File: config.mk
export PLATFORM = sky130hd
export DESIGN_NAME = bcd_add_subtract_unit
export DESIGN_NICKNAME = d
export VERILOG_FILES = /design/src/rtl/bcdas_pkg.sv /design/src/rtl/bcd_add_subtract_unit.sv
export SDC_FILE = /design/constraint.sdc
export NUM_CORES = 1
export LEC_CHECK = 0
export BUFFER_PORTS_ARGS = -buffer_cell sky130_fd_sc_hd__clkbuf_2
export CAP_MARGIN = 40
export CORE_MARGIN = 4
export CORE_UTILIZATION = 30
export DETAILED_ROUTE_END_ITERATION = 8
export SYNTH_ARGS = -nofsm -noshare
export SYNTH_HDL_FRONTEND = slang
export SYNTH_SLANG_ARGS = --single-unit
File: constraint.sdc
create_clock -name i_clk -period 15.4 [get_ports i_clk]
set_input_delay 0.77 -clock i_clk [delete_from_list [all_inputs] [get_ports i_clk]]
set_output_delay 0.77 -clock i_clk [all_outputs]
set_load 0.005 [all_outputs]
File: src/rtl/bcdas_pkg.sv
// ----------------------------------------------------------------------------
// bcdas_pkg: shared definitions for the BCD add/subtract unit
// Register selects, access kinds, control bit positions and defaults.
// ----------------------------------------------------------------------------
package bcdas_pkg;

    // Width of one packed-BCD word and its digit count
    localparam int WORD_W      = 32;
    localparam int DIGIT_W     = 4;
    localparam int WORD_DIGITS = WORD_W / DIGIT_W;
    localparam int CTL_W       = 16;

    // Default operation length in digits (legal range 1..8, WORD_DIGITS)
    localparam int DEF_DIGITS  = 8;

    // Control register bit positions
    localparam int CTL_OP_ADD_BIT    = 0;
    localparam int CTL_USE_LAST_BIT  = 1;
    localparam int CTL_CARRY_IN_BIT  = 2;
    localparam int CTL_CARRY_OUT_BIT = 12;

    localparam logic [3:0] BCD_MAX_DIGIT = 4'd9;
    localparam logic [3:0] BCD_RADIX     = 4'd10;

    typedef enum logic [1:0] {
        REG_CONTROL  = 2'd0,
        REG_SOURCE_A = 2'd1,
        REG_SOURCE_B = 2'd2,
        REG_RESULT   = 2'd3
    } t_reg_sel;

    typedef enum logic {
        FUNC_READ  = 1'b0,
        FUNC_WRITE = 1'b1
    } t_func;

endpackage

File: src/rtl/bcd_add_subtract_unit.sv
// ----------------------------------------------------------------------------
// bcd_add_subtract_unit: packed-BCD add/subtract register peripheral
// Four registers (control, source A, source B, result). A write to control
// runs a DIGITS-digit BCD add or subtract on A and B and stores the result.
// ----------------------------------------------------------------------------
//
//  channel | direction | transfer when     | payload
//  --------+-----------+-------------------+-------------------------------
//  access  | in        | i_valid & o_ready | i_func, i_reg_sel, i_write_data
//  reply   | out       | o_valid & i_ready | o_read_data
//
// The register update and the BCD carry chain settle in the cycle of the input
// transfer, and the reply is registered so it shows in the next cycle. One
// access can be taken every cycle while o_ready is high.
// A stalled reply holds the output register; o_ready drops only while a reply
// waits and i_ready is low, so a waiting reply and a new access overlap.
// Reset (synchronous, active low) clears every register but the reply data.
// The carry chain through DIGITS digits is the longest path in the block.
//
module bcd_add_subtract_unit
    import bcdas_pkg::*;
#(
    parameter int DIGITS = DEF_DIGITS
) (
    input  logic              i_clk,
    input  logic              i_rst_n,
    input  logic              i_valid,
    output logic              o_ready,
    input  logic              i_func,
    input  logic [1:0]        i_reg_sel,
    input  logic [WORD_W-1:0] i_write_data,
    output logic              o_valid,
    input  logic              i_ready,
    output logic [WORD_W-1:0] o_read_data
);

    // Architectural state
    logic [CTL_W-1:0]  r_control;
    logic [WORD_W-1:0] r_source_a;
    logic [WORD_W-1:0] r_source_b;
    logic [WORD_W-1:0] r_result;
    logic              r_last_carry;

    // Reply register
    logic              r_out_valid;
    logic [WORD_W-1:0] r_out_data;

    logic              n_out_valid;
    logic [WORD_W-1:0] n_out_data;

    logic              accept;
    logic              is_write;
    t_reg_sel          sel;

    logic              op_add;
    logic              carry_in;
    logic [WORD_W-1:0] bcd_sum;
    logic              bcd_cout;
    logic [CTL_W-1:0]  n_control;

    // Run the digit chain. Non-BCD digits keep their oversized or negative
    // remainder, which spills into the higher bits through the OR.
    function automatic logic [WORD_W:0] bcd_run(
        input logic              add,
        input logic              cin,
        input logic [WORD_W-1:0] a,
        input logic [WORD_W-1:0] b
    );
        logic [WORD_W-1:0]  acc;
        logic [WORD_W-1:0]  a_sh;
        logic [WORD_W-1:0]  b_sh;
        logic               c;
        logic [DIGIT_W-1:0] da;
        logic [DIGIT_W-1:0] db;
        logic signed [5:0]  d;
        logic signed [WORD_W-1:0] d_ext;
        acc  = '0;
        a_sh = a;
        b_sh = b;
        c    = cin;
        for (int i = 0; i < DIGITS; i++) begin
            da = a_sh[DIGIT_W-1:0];
            db = b_sh[DIGIT_W-1:0];
            if (add) begin
                d = $signed({2'b00, da}) + $signed({2'b00, db}) + $signed({5'd0, c});
                if (d > $signed({2'b00, BCD_MAX_DIGIT})) begin
                    d = d - $signed({2'b00, BCD_RADIX});
                    c = 1'b1;
                end else begin
                    c = 1'b0;
                end
            end else begin
                if ({1'b0, da} < ({1'b0, db} + {4'd0, c})) begin
                    d = $signed({2'b00, da}) + $signed({2'b00, BCD_RADIX})
                        - $signed({2'b00, db}) - $signed({5'd0, c});
                    c = 1'b1;
                end else begin
                    d = $signed({2'b00, da}) - $signed({2'b00, db})
                        - $signed({5'd0, c});
                    c = 1'b0;
                end
            end
            d_ext = WORD_W'(d);
            acc   = acc | WORD_W'(d_ext << (DIGIT_W * i));
            a_sh  = a_sh >> DIGIT_W;
            b_sh  = b_sh >> DIGIT_W;
        end
        return {c, acc};
    endfunction

    // Accept while no reply waits, or while the waiting one leaves
    assign o_ready  = !r_out_valid || i_ready;
    assign accept   = i_valid && o_ready;
    assign is_write = (t_func'(i_func) == FUNC_WRITE);
    assign sel      = t_reg_sel'(i_reg_sel);

    // Operation fields come straight from the control write data
    assign op_add   = i_write_data[CTL_OP_ADD_BIT];
    assign carry_in = i_write_data[CTL_CARRY_IN_BIT]
                    | (i_write_data[CTL_USE_LAST_BIT] & r_last_carry);

    assign {bcd_cout, bcd_sum} = bcd_run(op_add, carry_in, r_source_a, r_source_b);

    // Stored control word: written bit 12 is replaced by the carry out
    always_comb begin
        n_control = i_write_data[CTL_W-1:0];
        n_control[CTL_CARRY_OUT_BIT] = bcd_cout;
    end

    // Reply: register contents on read, zero on write
    always_comb begin
        n_out_valid = r_out_valid && !i_ready;
        n_out_data  = r_out_data;
        if (accept) begin
            n_out_valid = 1'b1;
            if (is_write) begin
                n_out_data = '0;
            end else begin
                unique case (sel)
                    REG_CONTROL:  n_out_data = WORD_W'(r_control);
                    REG_SOURCE_A: n_out_data = r_source_a;
                    REG_SOURCE_B: n_out_data = r_source_b;
                    REG_RESULT:   n_out_data = r_result;
                    default:      n_out_data = '0;
                endcase
            end
        end
    end

    always_ff @(posedge i_clk) begin
        if (!i_rst_n) begin
            r_control    <= '0;
            r_source_a   <= '0;
            r_source_b   <= '0;
            r_result     <= '0;
            r_last_carry <= 1'b0;
            r_out_valid  <= 1'b0;
        end else begin
            r_out_valid <= n_out_valid;
            if (accept && is_write) begin
                unique case (sel)
                    REG_CONTROL: begin
                        r_control    <= n_control;
                        r_result     <= bcd_sum;
                        r_last_carry <= bcd_cout;
                    end
                    REG_SOURCE_A: r_source_a <= i_write_data;
                    REG_SOURCE_B: r_source_b <= i_write_data;
                    REG_RESULT:   r_result   <= i_write_data;
                    default: begin
                        r_result <= r_result;
                    end
                endcase
            end
        end
    end

    // Payload register: no reset needed
    always_ff @(posedge i_clk) begin
        r_out_data <= n_out_data;
    end

    assign o_valid     = r_out_valid;
    assign o_read_data = r_out_data;

endmodule
* Word-level counts from Yosys, hierarchy flattened
Index checks and enable logic that the tools add are counted.
W data, S select, Z words.
** Operators by class
- Bitwise operators :: 9
- Reduce and logical (&&, ||, !) cells :: 12
- Add/sub/neg operators :: 72
- Multiply operators :: 0
- Shift operators :: 0
- Multiplexer cells :: 51
- Equality and inequality tests :: 3
- $lt $le $gt $ge :: 16
- Divide/modulo/power cells :: 0
** Operators with widths (number)
- $or A32 B32 Y32 :: 7
- $pmux W32 S4 :: 1
- $mux W6 :: 21
- $pmux W32 S2 :: 1
- $add A5 B1 Y6 :: 8
- $gt A6 B5 Y1 const B :: 8
- $sub A5 B2 Y6 :: 7
- $sub A5 B4 Y6 :: 7
- $sub A6 B2 Y6 :: 7
- $sub A6 B5 Y6 const B :: 7
- $add A4 B1 Y5 :: 8
- $add A4 B4 Y5 :: 8
- $lt A4 B5 Y1 :: 8
- $add A4 B4 Y5 const B :: 7
- $sub A4 B4 Y5 :: 7
- $mux W1 :: 25
- $mux W4 :: 3
- $reduce_and A2 Y1 :: 4
- $sub A4 B2 Y4 :: 2
- $sub A4 B4 Y4 :: 2
- $add A4 B4 Y4 const B :: 1
- $eq A2 B2 Y1 const B :: 2
- $sub A4 B4 Y4 const B :: 1
- $logic_and A1 B1 Y1 :: 3
- other kinds (7) :: 8
** Word-level totals
- Latch bits :: 0
- Bits in registers :: 146
- ROM bits :: 0
- Bits of input ports :: 39
- Bits in writable memories :: 0
- Memories kept :: 0
- Output and inout port bits :: 34
- Logic and storage cells :: 170

* Longest topological paths before layout
Gate-level depths: netlist (run 1).
- Depth in word-level cells :: 36
- Depth in mapped cells :: 79
- Mapped depth without buffers :: 78

* Least setup slack after synthesis (run 1)
OpenSTA, ideal clock, no wires.
- Path type :: input to register
- Start point :: input port i_write_data[1]
- End point :: register r_result[29]
- Data arrival time :: 15.421 ns
- Slack :: -0.159 ns
- Buffers on the path :: 1
- Library setup time :: 0.138 ns
- Stages on the path :: 74
- Required time :: 15.262 ns
- Path through :: a21oi_1 -> inv_1 -> ha_1 -> ha_1 -> inv_1 -> ha_1 -> nor2b_1 -> o211ai_1 -> a32o_1 -> buf_2 -> nor2_1 -> or2_2 -> fa_1 -> fa_1 -> xnor2_1 -> nand2_1 -> and2_1 -> o32ai_1 -> [38 not listed] -> fa_1 -> xnor2_1 -> a221oi_1 -> a21oi_1 -> nand2_1 -> o21ai_0 -> inv_1 -> ha_1 -> ha_1 -> xnor2_1 -> ha_1 -> o21ai_0 -> a21oi_1 -> o21ai_1 -> mux2i_1 -> o22ai_1 -> a211oi_1 -> a31oi_1
** On the way
- Longest elaborated chain between the ends :: 36
- Elaborated cells on any way between the ends :: 111
- Those cells by class :: add/sub (40); order compare (16); mux (46); bitwise (9)
** Ends and longest elaborated chain
- start, declared :: line bcd_add_subtract_unit.sv:31 : input logic [WORD_W-1:0] i_write_data,
- $and A1 B1 Y1 (*) :: line bcd_add_subtract_unit.sv:120 : | (i_write_data[CTL_USE_LAST_BIT] & r_last_carry);
- $or A1 B1 Y1 (*) :: line bcd_add_subtract_unit.sv:120
- $add A5 B1 Y6 / $add A4 B1 Y5 (equally long branches) :: line bcd_add_subtract_unit.sv:85, bcd_add_subtract_unit.sv:93
- $gt A6 B5 Y1 / $lt A4 B5 Y1 (equally long branches) :: line bcd_add_subtract_unit.sv:86, bcd_add_subtract_unit.sv:93
- $mux W1 (on tied branches) :: line bcd_add_subtract_unit.sv:86, bcd_add_subtract_unit.sv:93
- $mux W1 :: line bcd_add_subtract_unit.sv:84 : if (add) begin
- $add A5 B1 Y6 / $add A4 B1 Y5 (equally long branches) :: line bcd_add_subtract_unit.sv:85, bcd_add_subtract_unit.sv:93
- $gt A6 B5 Y1 / $lt A4 B5 Y1 (equally long branches) :: line bcd_add_subtract_unit.sv:86, bcd_add_subtract_unit.sv:93
- [20 not listed]
- $mux W1 (on tied branches) :: line bcd_add_subtract_unit.sv:86, bcd_add_subtract_unit.sv:93
- $mux W1 :: line bcd_add_subtract_unit.sv:84
- $add A5 B1 Y6 / $add A4 B1 Y5 (equally long branches) :: line bcd_add_subtract_unit.sv:85, bcd_add_subtract_unit.sv:93
- $gt A6 B5 Y1, or another cell as far along :: line bcd_add_subtract_unit.sv:86 : if (d > $signed({2'b00, BCD_MAX_DIGIT})) begin
- $mux W4 (on tied branches) :: line bcd_add_subtract_unit.sv:86, bcd_add_subtract_unit.sv:93
- $mux W4 :: line bcd_add_subtract_unit.sv:84
- $or A32 B32 Y32 (*) :: line bcd_add_subtract_unit.sv:104 : acc = acc | WORD_W'(d_ext << (DIGIT_W * i));
- $pmux W32 S2 (*) :: line bcd_add_subtract_unit.sv:161 : unique case (sel)
- end signal, assigned :: line bcd_add_subtract_unit.sv:164 : r_result <= bcd_sum;
- end signal, assigned :: line bcd_add_subtract_unit.sv:169 : REG_RESULT: r_result <= i_write_data;
- end signal, assigned :: line bcd_add_subtract_unit.sv:171 : r_result <= r_result;
- end, declared :: line bcd_add_subtract_unit.sv:41 : logic [WORD_W-1:0] r_result;
Every way passes the cells marked *; elsewhere a longest branch is shown, timed or not.
A chain may end at the register's enable or synchronous reset.

* Worst setup path in the final report (run 1)
- Start point :: input port i_write_data[1]
- End point :: register r_result[30]
Same word-level chain as after synthesis.

==> flow_metrics.py, run 1 <==
metrics = {
    "status": {
        "status": "completed",
    },
    "timing": {
        "finalCritPeriodShare": 0.941,
        "report.final.slew_viol_count": 0,
        "hold_viol_final": 0,
        "setup_slack_ns": 0.913,
        "worstMarginPinSlew_ns": 0.885,
        "relSlewSlack": 0.395,
        "setup_viol": 0,
        "finClkSkew_ns": 0.0130,
        "fmax_mhz": 69.0,
        "tns_ns": 0,
        "fin_crit_ns": 14.49,
    },
    "power_and_ir_drop": {
        "pwr-share-seq": 0.355,
        "swShare": 0.311,
        "p_comb_frac": 0.237,
        "p_int_w": 0.000804,
        "p_per_area_nw_per_um2": 76.2,
        "power.net_switching_w": 0.000364,
        "power.share.clock": 0.408,
        "leakagePower_nw": 6.20,
        "ir_worst_vdd_v": 0.0000639,
    },
    "worst_setup_path": {
        "crit_top_cell": "fa_1",
        "critPathKind": "input port to flop",
        "cp_top_family": "adder cells",
        "cp.required_ns": 15.69,
        "worstSetupStartpointType": "input port",
        "worst_ep_arrival_time_ns": 14.78,
        "rr_worst_depth": 67,
        "cpMaxStageDelayCell": "fa_2",
        "ff2ff_setup_slack_ns": 0.92,
        "cp-end-kind": "flop",
        "critical-path-max-stage-delay_ns": 0.60,
        "r2r-start": "r_control[12]",
        "crit_buf_inv": 6,
        "r2r-end": "r_result[30]",
        "path_max_fanout": 7,
    },
    "hold_path": {
        "min_path_type": "flop to flop",
        "min_to": "r_result[23]",
        "hp-start": "r_result[23]",
        "hold_depth": 2,
    },
    "global_route": {
        "antenna_found_initial": 1,
        "grt_max_degree": 87,
        "grt_pass1_wl_um": 63400,
        "gr-total-overflow": 0,
        "grt_use_total": 0.166,
        "grt_pass1_vias": 11600,
    },
    "finish": {
        "fin_util": 0.353,
        "final_cell_area_sq_um": 15300,
        "drive_gt1_frac": 0.137,
        "stdcell_count": 2246,
        "final_net_count": 1912,
        "fillers": 4406,
        "area_growth_pct": 15.3,
    },
    "die": {
        "dieArea_sq_um": 47800,
        "ios": 73,
        "die_w_um": 219,
        "core_area_sq_um": 43500,
        "num_rows": 76,
        "initial_core_util": 0.306,
        "die_h_um": 219,
    },
    "logic_synthesis": {
        "ys.flop_type": "dfxtp_1",
        "syn-num-nets": 1846,
        "async_reset_ff_frac": 0,
        "ys_types": 84,
        "synthCells": 1581,
        "synth_area_sq_um": 13300,
        "synth-seq-cells": 145,
        "synth_edf_count": 32,
        "synth.avg_cell_area_sq_um": 8.41,
        "yosysWarnings": 0,
        "yosysSeqAreaShare": 0.242,
    },
    "detailed_routing": {
        "vias": 11700,
        "met3_length_um": 2440,
        "wire_per_inst_um": 17.7,
        "routed_wl_um": 39800,
        "ant_nets": 0,
        "drc": 0,
        "wl_met1_um": 17800,
        "viasPerCell": 5.19,
        "highest_layer": "met4",
        "met2WireLength_um": 18700,
        "dr.pass1.iters": 6,
        "drt-initial-drc-count": 1197,
    },
    "cts": {
        "h-tree-depth": 4,
        "root_buffer": "clkbuf_16",
        "clk_pin_slew_ns": 0.07,
        "numCtsBuffers": 17,
        "clockBufferDepth": 2,
        "tritoncts": "built",
        "clock-sinks": 145,
        "clkLatencyLatePin_ns": 0.44,
    },
    "place": {
        "dp.cells": 2208,
        "io_buffers": 72,
        "gp_congestion": 0.908,
        "placed_area_sq_um": 14500,
        "dp_slack_ns": -0.296,
        "hpwl_um": 28100,
    },
    "flow_run": {
        "cap_viol_max_count": 0,
    },
}
-- placed cells by master (no fill, tap or decap), drive strengths merged, types with 8 or more instances in the layout --
master  Yosys  final
nand3b     10     10
o21ai      79     79
clkinv      1      8
xor2       15     15
dfxtp     113    113
o21bai     13     13
edfxtp     32     32
or3        12     12
mux2i      30     30
mux2        8      8
clkbuf     62     89
xnor2      58     58
a222oi     32     32
inv       146    149
o211ai     14     14
ha        178    178
nor2b      11     11
a31oi      15     15
o31ai       8      8
a21boi     85     85
a21oi      73     73
nand2b     18     18
a21o        8      8
nand3      26     26
a211oi     17     17
nor3       13     13
nand2     237    237
and2       10     10
nor2      106    106
buf        16     53
fa         48     48
-- cells by family after synthesis --
| family | after synthesis | share of synthesized area |
|---|---|---|
| compound gates | 399 | 0.211 |
| mux | 38 | 0.0299 |
| fa+ha+maj | 226 | 0.240 |
| simple gates | 474 | 0.160 |
| buf+inv | 225 | 0.0662 |
| flops | 145 | 0.242 |
| xor+xnor | 74 | 0.0509 |
-- stage by stage --
step,total power [W],hold WS (ns)
2_1_floorplan,0.000600,0.426
3_3_place_gp,0.000683,0.435
3_5_place_dp,0.000691,0.444
4_1_cts,0.00117,0.452
5_1_grt,0.00122,0.465
6_report,0.00117,0.450
-- power by group through the flow --
stage	combinational, W	sequential [W]	clock (W)
2_1_floorplan	0.000180	0.000420	0
3_3_place_gp	0.000260	0.000423	0
3_5_place_dp	0.000268	0.000423	0
4_1_cts	0.000270	0.000414	0.000484
5_1_grt	0.000306	0.000416	0.000503
6_report	0.000277	0.000414	0.000477
-- flip-flops by register name, summed over array words and instances, names as in the netlist --
| register | count |
|---|---|
| o_read_data | 32 |
| o_valid | 1 |
| r_source_b | 32 |
| r_source_a | 32 |
| r_control | 16 |
| r_result | 32 |
-- repair_timing --
item / CTS / global route
setup buffers: 0 / 5
resized for setup: 0 / 36
hold buffers: 0 / 0
endpoints found under the setup margin: 0 / 5
-- worst max path at each step --
| stage | cells past startpoint | to | slack, ns | start |
|---|---|---|---|---|
| after floorplan | 67 | r_result[30] | 0.07 | i_write_data[1] |
| after global placement | 69 | r_result[29] | 0.01 | i_write_data[1] |
| after detailed placement | 66 | r_result[30] | -0.30 | i_write_data[1] |
| after CTS | 65 | r_result[30] | 0.005 | r_control[12] |
| after global routing | 71 | r_result[29] | -0.007 | i_write_data[1] |
| final | 68 | r_result[30] | 0.91 | i_write_data[1] |
-- Yosys cell counts, drive strengths merged (12+ instances only) --
| master | number | share of area |
|---|---|---|
| a211oi | 17 | 0.0096 |
| mux2i | 30 | 0.023 |
| buf | 16 | 0.0072 |
| dfxtp | 113 | 0.17 |
| a21boi | 85 | 0.048 |
| clkbuf | 62 | 0.018 |
| or3 | 12 | 0.0056 |
| ha | 178 | 0.17 |
| inv | 146 | 0.041 |
| xnor2 | 58 | 0.039 |
| a222oi | 32 | 0.024 |
| a21oi | 73 | 0.028 |
| xor2 | 15 | 0.0099 |
| nand2 | 237 | 0.067 |
| o21ai | 79 | 0.030 |
| nor2 | 106 | 0.030 |
| nand3 | 26 | 0.0098 |
| nor3 | 13 | 0.0057 |
| edfxtp | 32 | 0.072 |
| o211ai | 14 | 0.0083 |
| o21bai | 13 | 0.0073 |
| nand2b | 18 | 0.0085 |
| a31oi | 15 | 0.0071 |
| fa | 48 | 0.072 |
-- routing by layer --
| metal | vias up | GRT usage |
|---|---|---|
| met5 | - | 0 |
| met4 | 0 | 0.0436 |
| met3 | 52 | 0.0307 |
| met2 | 376 | 0.278 |
| met1 | 5619 | 0.219 |
| li1 | 5613 | - |
-- area by class of cell --
type | count | area [sq um] | area share
well taps | 585 | 732 | 0.0477
repair buffers | 125 | 826 | 0.0539
clock inverters | 15 | 231 | 0.0151
diodes | 1 | 2.50 | 0.000163
clock buffers | 17 | 425 | 0.0277
inverters | 147 | 552 | 0.0360
flip-flops and latches | 145 | 3230 | 0.210
multi-input cells | 1211 | 9340 | 0.609
-- worst register-to-register path, delay by kind of cell (launching register included) --
kind / cells / cell delay [ns]
adder cells (fa/ha/maj): 18 / 7.11
AO/OA/AOI/OAI: 21 / 3.03
AND/OR/NAND/NOR: 16 / 1.95
XOR/XNOR: 5 / 0.89
buffers and inverters: 5 / 0.60
flip-flops: 1 / 0.39
multiplexers: 2 / 0.37
(Power assumes the default switching activity.)
==> run 2: changes to the inputs <==
--- a/config.mk
+++ b/config.mk
@@ -10,6 +10,7 @@
 export CORE_MARGIN = 4
 export CORE_UTILIZATION = 30
 export DETAILED_ROUTE_END_ITERATION = 8
+export PLACE_DENSITY = 0.59
 export SYNTH_ARGS = -nofsm -noshare
 export SYNTH_HDL_FRONTEND = slang
 export SYNTH_SLANG_ARGS = --single-unit
==> run 2 against run 1 <==
Clock skew decreased by 0.0023 ns. Sequential share of layout area about the same. Core utilization increased by 0.072 points. Critical endpoint unchanged. Largest power group unchanged.
==> flow_metrics.py, run 2 (synthesized netlist as in run 1, its figures left out) <==
metrics = {
    "status": {
        "status": "completed",
    },
    "global_route": {
        "gr-usage-met3": 0.0264,
        "grt_pass1_wl_um": 62900,
        "grt_pass1_vias": 11600,
        "grt_use_met1": 0.218,
        "grt_max_degree": 89,
        "grt_most_used_layer": "met2",
        "grt_util_met2": 0.280,
        "grt_use_total": 0.164,
        "antenna_found_initial": 3,
        "gr-total-overflow": 0,
    },
    "worst_setup_path": {
        "critical-path-max-stage-delay_ns": 0.60,
        "cp_top_family": "adder cells",
        "r2r-start": "r_control[12]",
        "cpMaxStageDelayCell": "fa_2",
        "critPathKind": "flop to flop",
        "crit_buf_inv": 6,
        "ff2ff_setup_slack_ns": 0.82,
        "path_max_fanout": 7,
        "r2r-end": "r_result[30]",
        "worstSetupStartpointType": "flop",
        "crit_top_cell": "fa_1",
        "setup.worst_path.start": "r_control[12]",
        "cp.required_ns": 15.69,
        "cp-end-kind": "flop",
        "rr_worst_depth": 65,
        "worst_ep_arrival_time_ns": 14.87,
    },
    "detailed_routing": {
        "routed_wl_um": 39700,
        "viasPerCell": 5.12,
        "vias": 11600,
        "wire_per_inst_um": 17.6,
        "drt-initial-drc-count": 917,
        "ant_nets": 0,
        "dr.pass1.iters": 5,
        "drc": 0,
    },
    "timing": {
        "worstMarginPinSlew_ns": 0.825,
        "relSlewSlack": 0.448,
        "finalCritPeriodShare": 0.947,
        "hold_viol_final": 0,
        "setup_viol": 0,
        "fmax_mhz": 68.6,
        "tns_ns": 0,
        "finClkSkew_ns": 0.0107,
        "worst_hold_slack_ns": 0.445,
        "fin_crit_ns": 14.58,
        "report.final.slew_viol_count": 0,
    },
    "cts": {
        "clock-sinks": 145,
        "root_buffer": "clkbuf_16",
        "clkLatencyLatePin_ns": 0.43,
        "tritoncts": "built",
        "h-tree-depth": 4,
        "clk_pin_slew_ns": 0.07,
        "clockBufferDepth": 2,
        "numCtsBuffers": 17,
    },
    "finish": {
        "final_net_count": 1925,
        "mostFrequentLayoutCells": "nand2_1, ha_1, inv_1",
        "drive_gt1_frac": 0.142,
        "stdcell_count": 2259,
        "fillers": 4488,
        "area_growth_pct": 15.5,
        "final_common_cell": "nand2_1",
        "fin_util": 0.354,
    },
    "die": {
        "initial_core_util": 0.306,
        "dieArea_sq_um": 47800,
        "die_h_um": 219,
        "core_area_sq_um": 43500,
        "die_w_um": 219,
        "ios": 73,
        "num_rows": 76,
    },
    "place": {
        "hpwl_um": 28400,
        "gp_congestion": 0.904,
        "io_buffers": 72,
        "dp.cells": 2218,
    },
    "hold_path": {
        "hold_depth": 2,
        "hp-start": "r_result[22]",
        "min_to": "r_result[22]",
        "min_path_type": "flop to flop",
    },
    "power_and_ir_drop": {
        "leakagePower_nw": 6.24,
        "p_per_area_nw_per_um2": 73.6,
        "ir_worst_vdd_v": 0.0000574,
    },
    "flow_run": {
        "cap_viol_max_count": 0,
    },
}
## run 2: worst max path at each step
stage                         endpoint  cells after the start  slack [ns]
after global routing      r_result[29]                     70       -0.11
after CTS                 r_result[30]                     70        0.02
final                     r_result[30]                     65        0.82
after floorplan           r_result[30]                     67        0.07
after global placement    r_result[29]                     69      -0.003
after detailed placement  r_result[29]                     69       -0.43
## run 2: final cells by class
class	instances	area, sq um	share of cell area
Inverter	147	552	0.0359
Tap cell	585	732	0.0476
Multi-Input combinational cell	1211	9320	0.607
Antenna cell	1	2.50	0.000163
Sequential cell	145	3230	0.210
Timing Repair Buffer	138	923	0.0601
Clock buffer	21	480	0.0313
Clock inverter	11	128	0.00831
## run 2: layer usage
metal  wire length [um]  vias to the layer above
li1                   -                     5616
met1              17800                     5592
met2              18800                      312
met3               2380                       45
met4                705                        0
met5                  0                        -
## run 2: worst register-to-register path, delay by kind of cell, from the launching register on
| family | cells | cell delay (ns) |
|---|---|---|
| adder cells (fa/ha/maj) | 18 | 7.23 |
| AO/OA/AOI/OAI | 22 | 3.42 |
| AND/OR/NAND/NOR | 12 | 1.45 |
| XOR/XNOR | 5 | 0.84 |
| buffers and inverters | 6 | 0.71 |
| flip-flops | 1 | 0.40 |
| multiplexers | 2 | 0.39 |
## run 2: power breakdown
| group | internal [W] | total, W | switching, W | leakage (nW) |
|---|---|---|---|---|
| combinational | 0.000115 | 0.000280 | 0.000165 | 4.71 |
| clock | 0.000257 | 0.000436 | 0.000179 | 0.292 |
| sequential | 0.000402 | 0.000414 | 0.0000117 | 1.24 |
## run 2: repair_timing
| action | 4_1_cts | 5_1_grt |
|---|---|---|
| gates resized for setup | 2 | 31 |
| buffers inserted | 2 | 6 |
| endpoints found under the setup margin | 4 | 5 |
| hold endpoints to repair | 0 | 0 |
| pin swaps | 1 | 7 |
| hold buffers | 0 | 0 |
## run 2: metrics by stage
step | cell area (sq um) | setup slack (ns) | total power, W
2_1_floorplan | 13300 | 0.0718 | 0.000600
3_3_place_gp | 14500 | -0.00341 | 0.000687
3_5_place_dp | 14600 | -0.428 | 0.000695
4_1_cts | 15200 | 0.0166 | 0.00113
5_1_grt | 15400 | -0.112 | 0.00118
6_report | 15400 | 0.816 | 0.00113
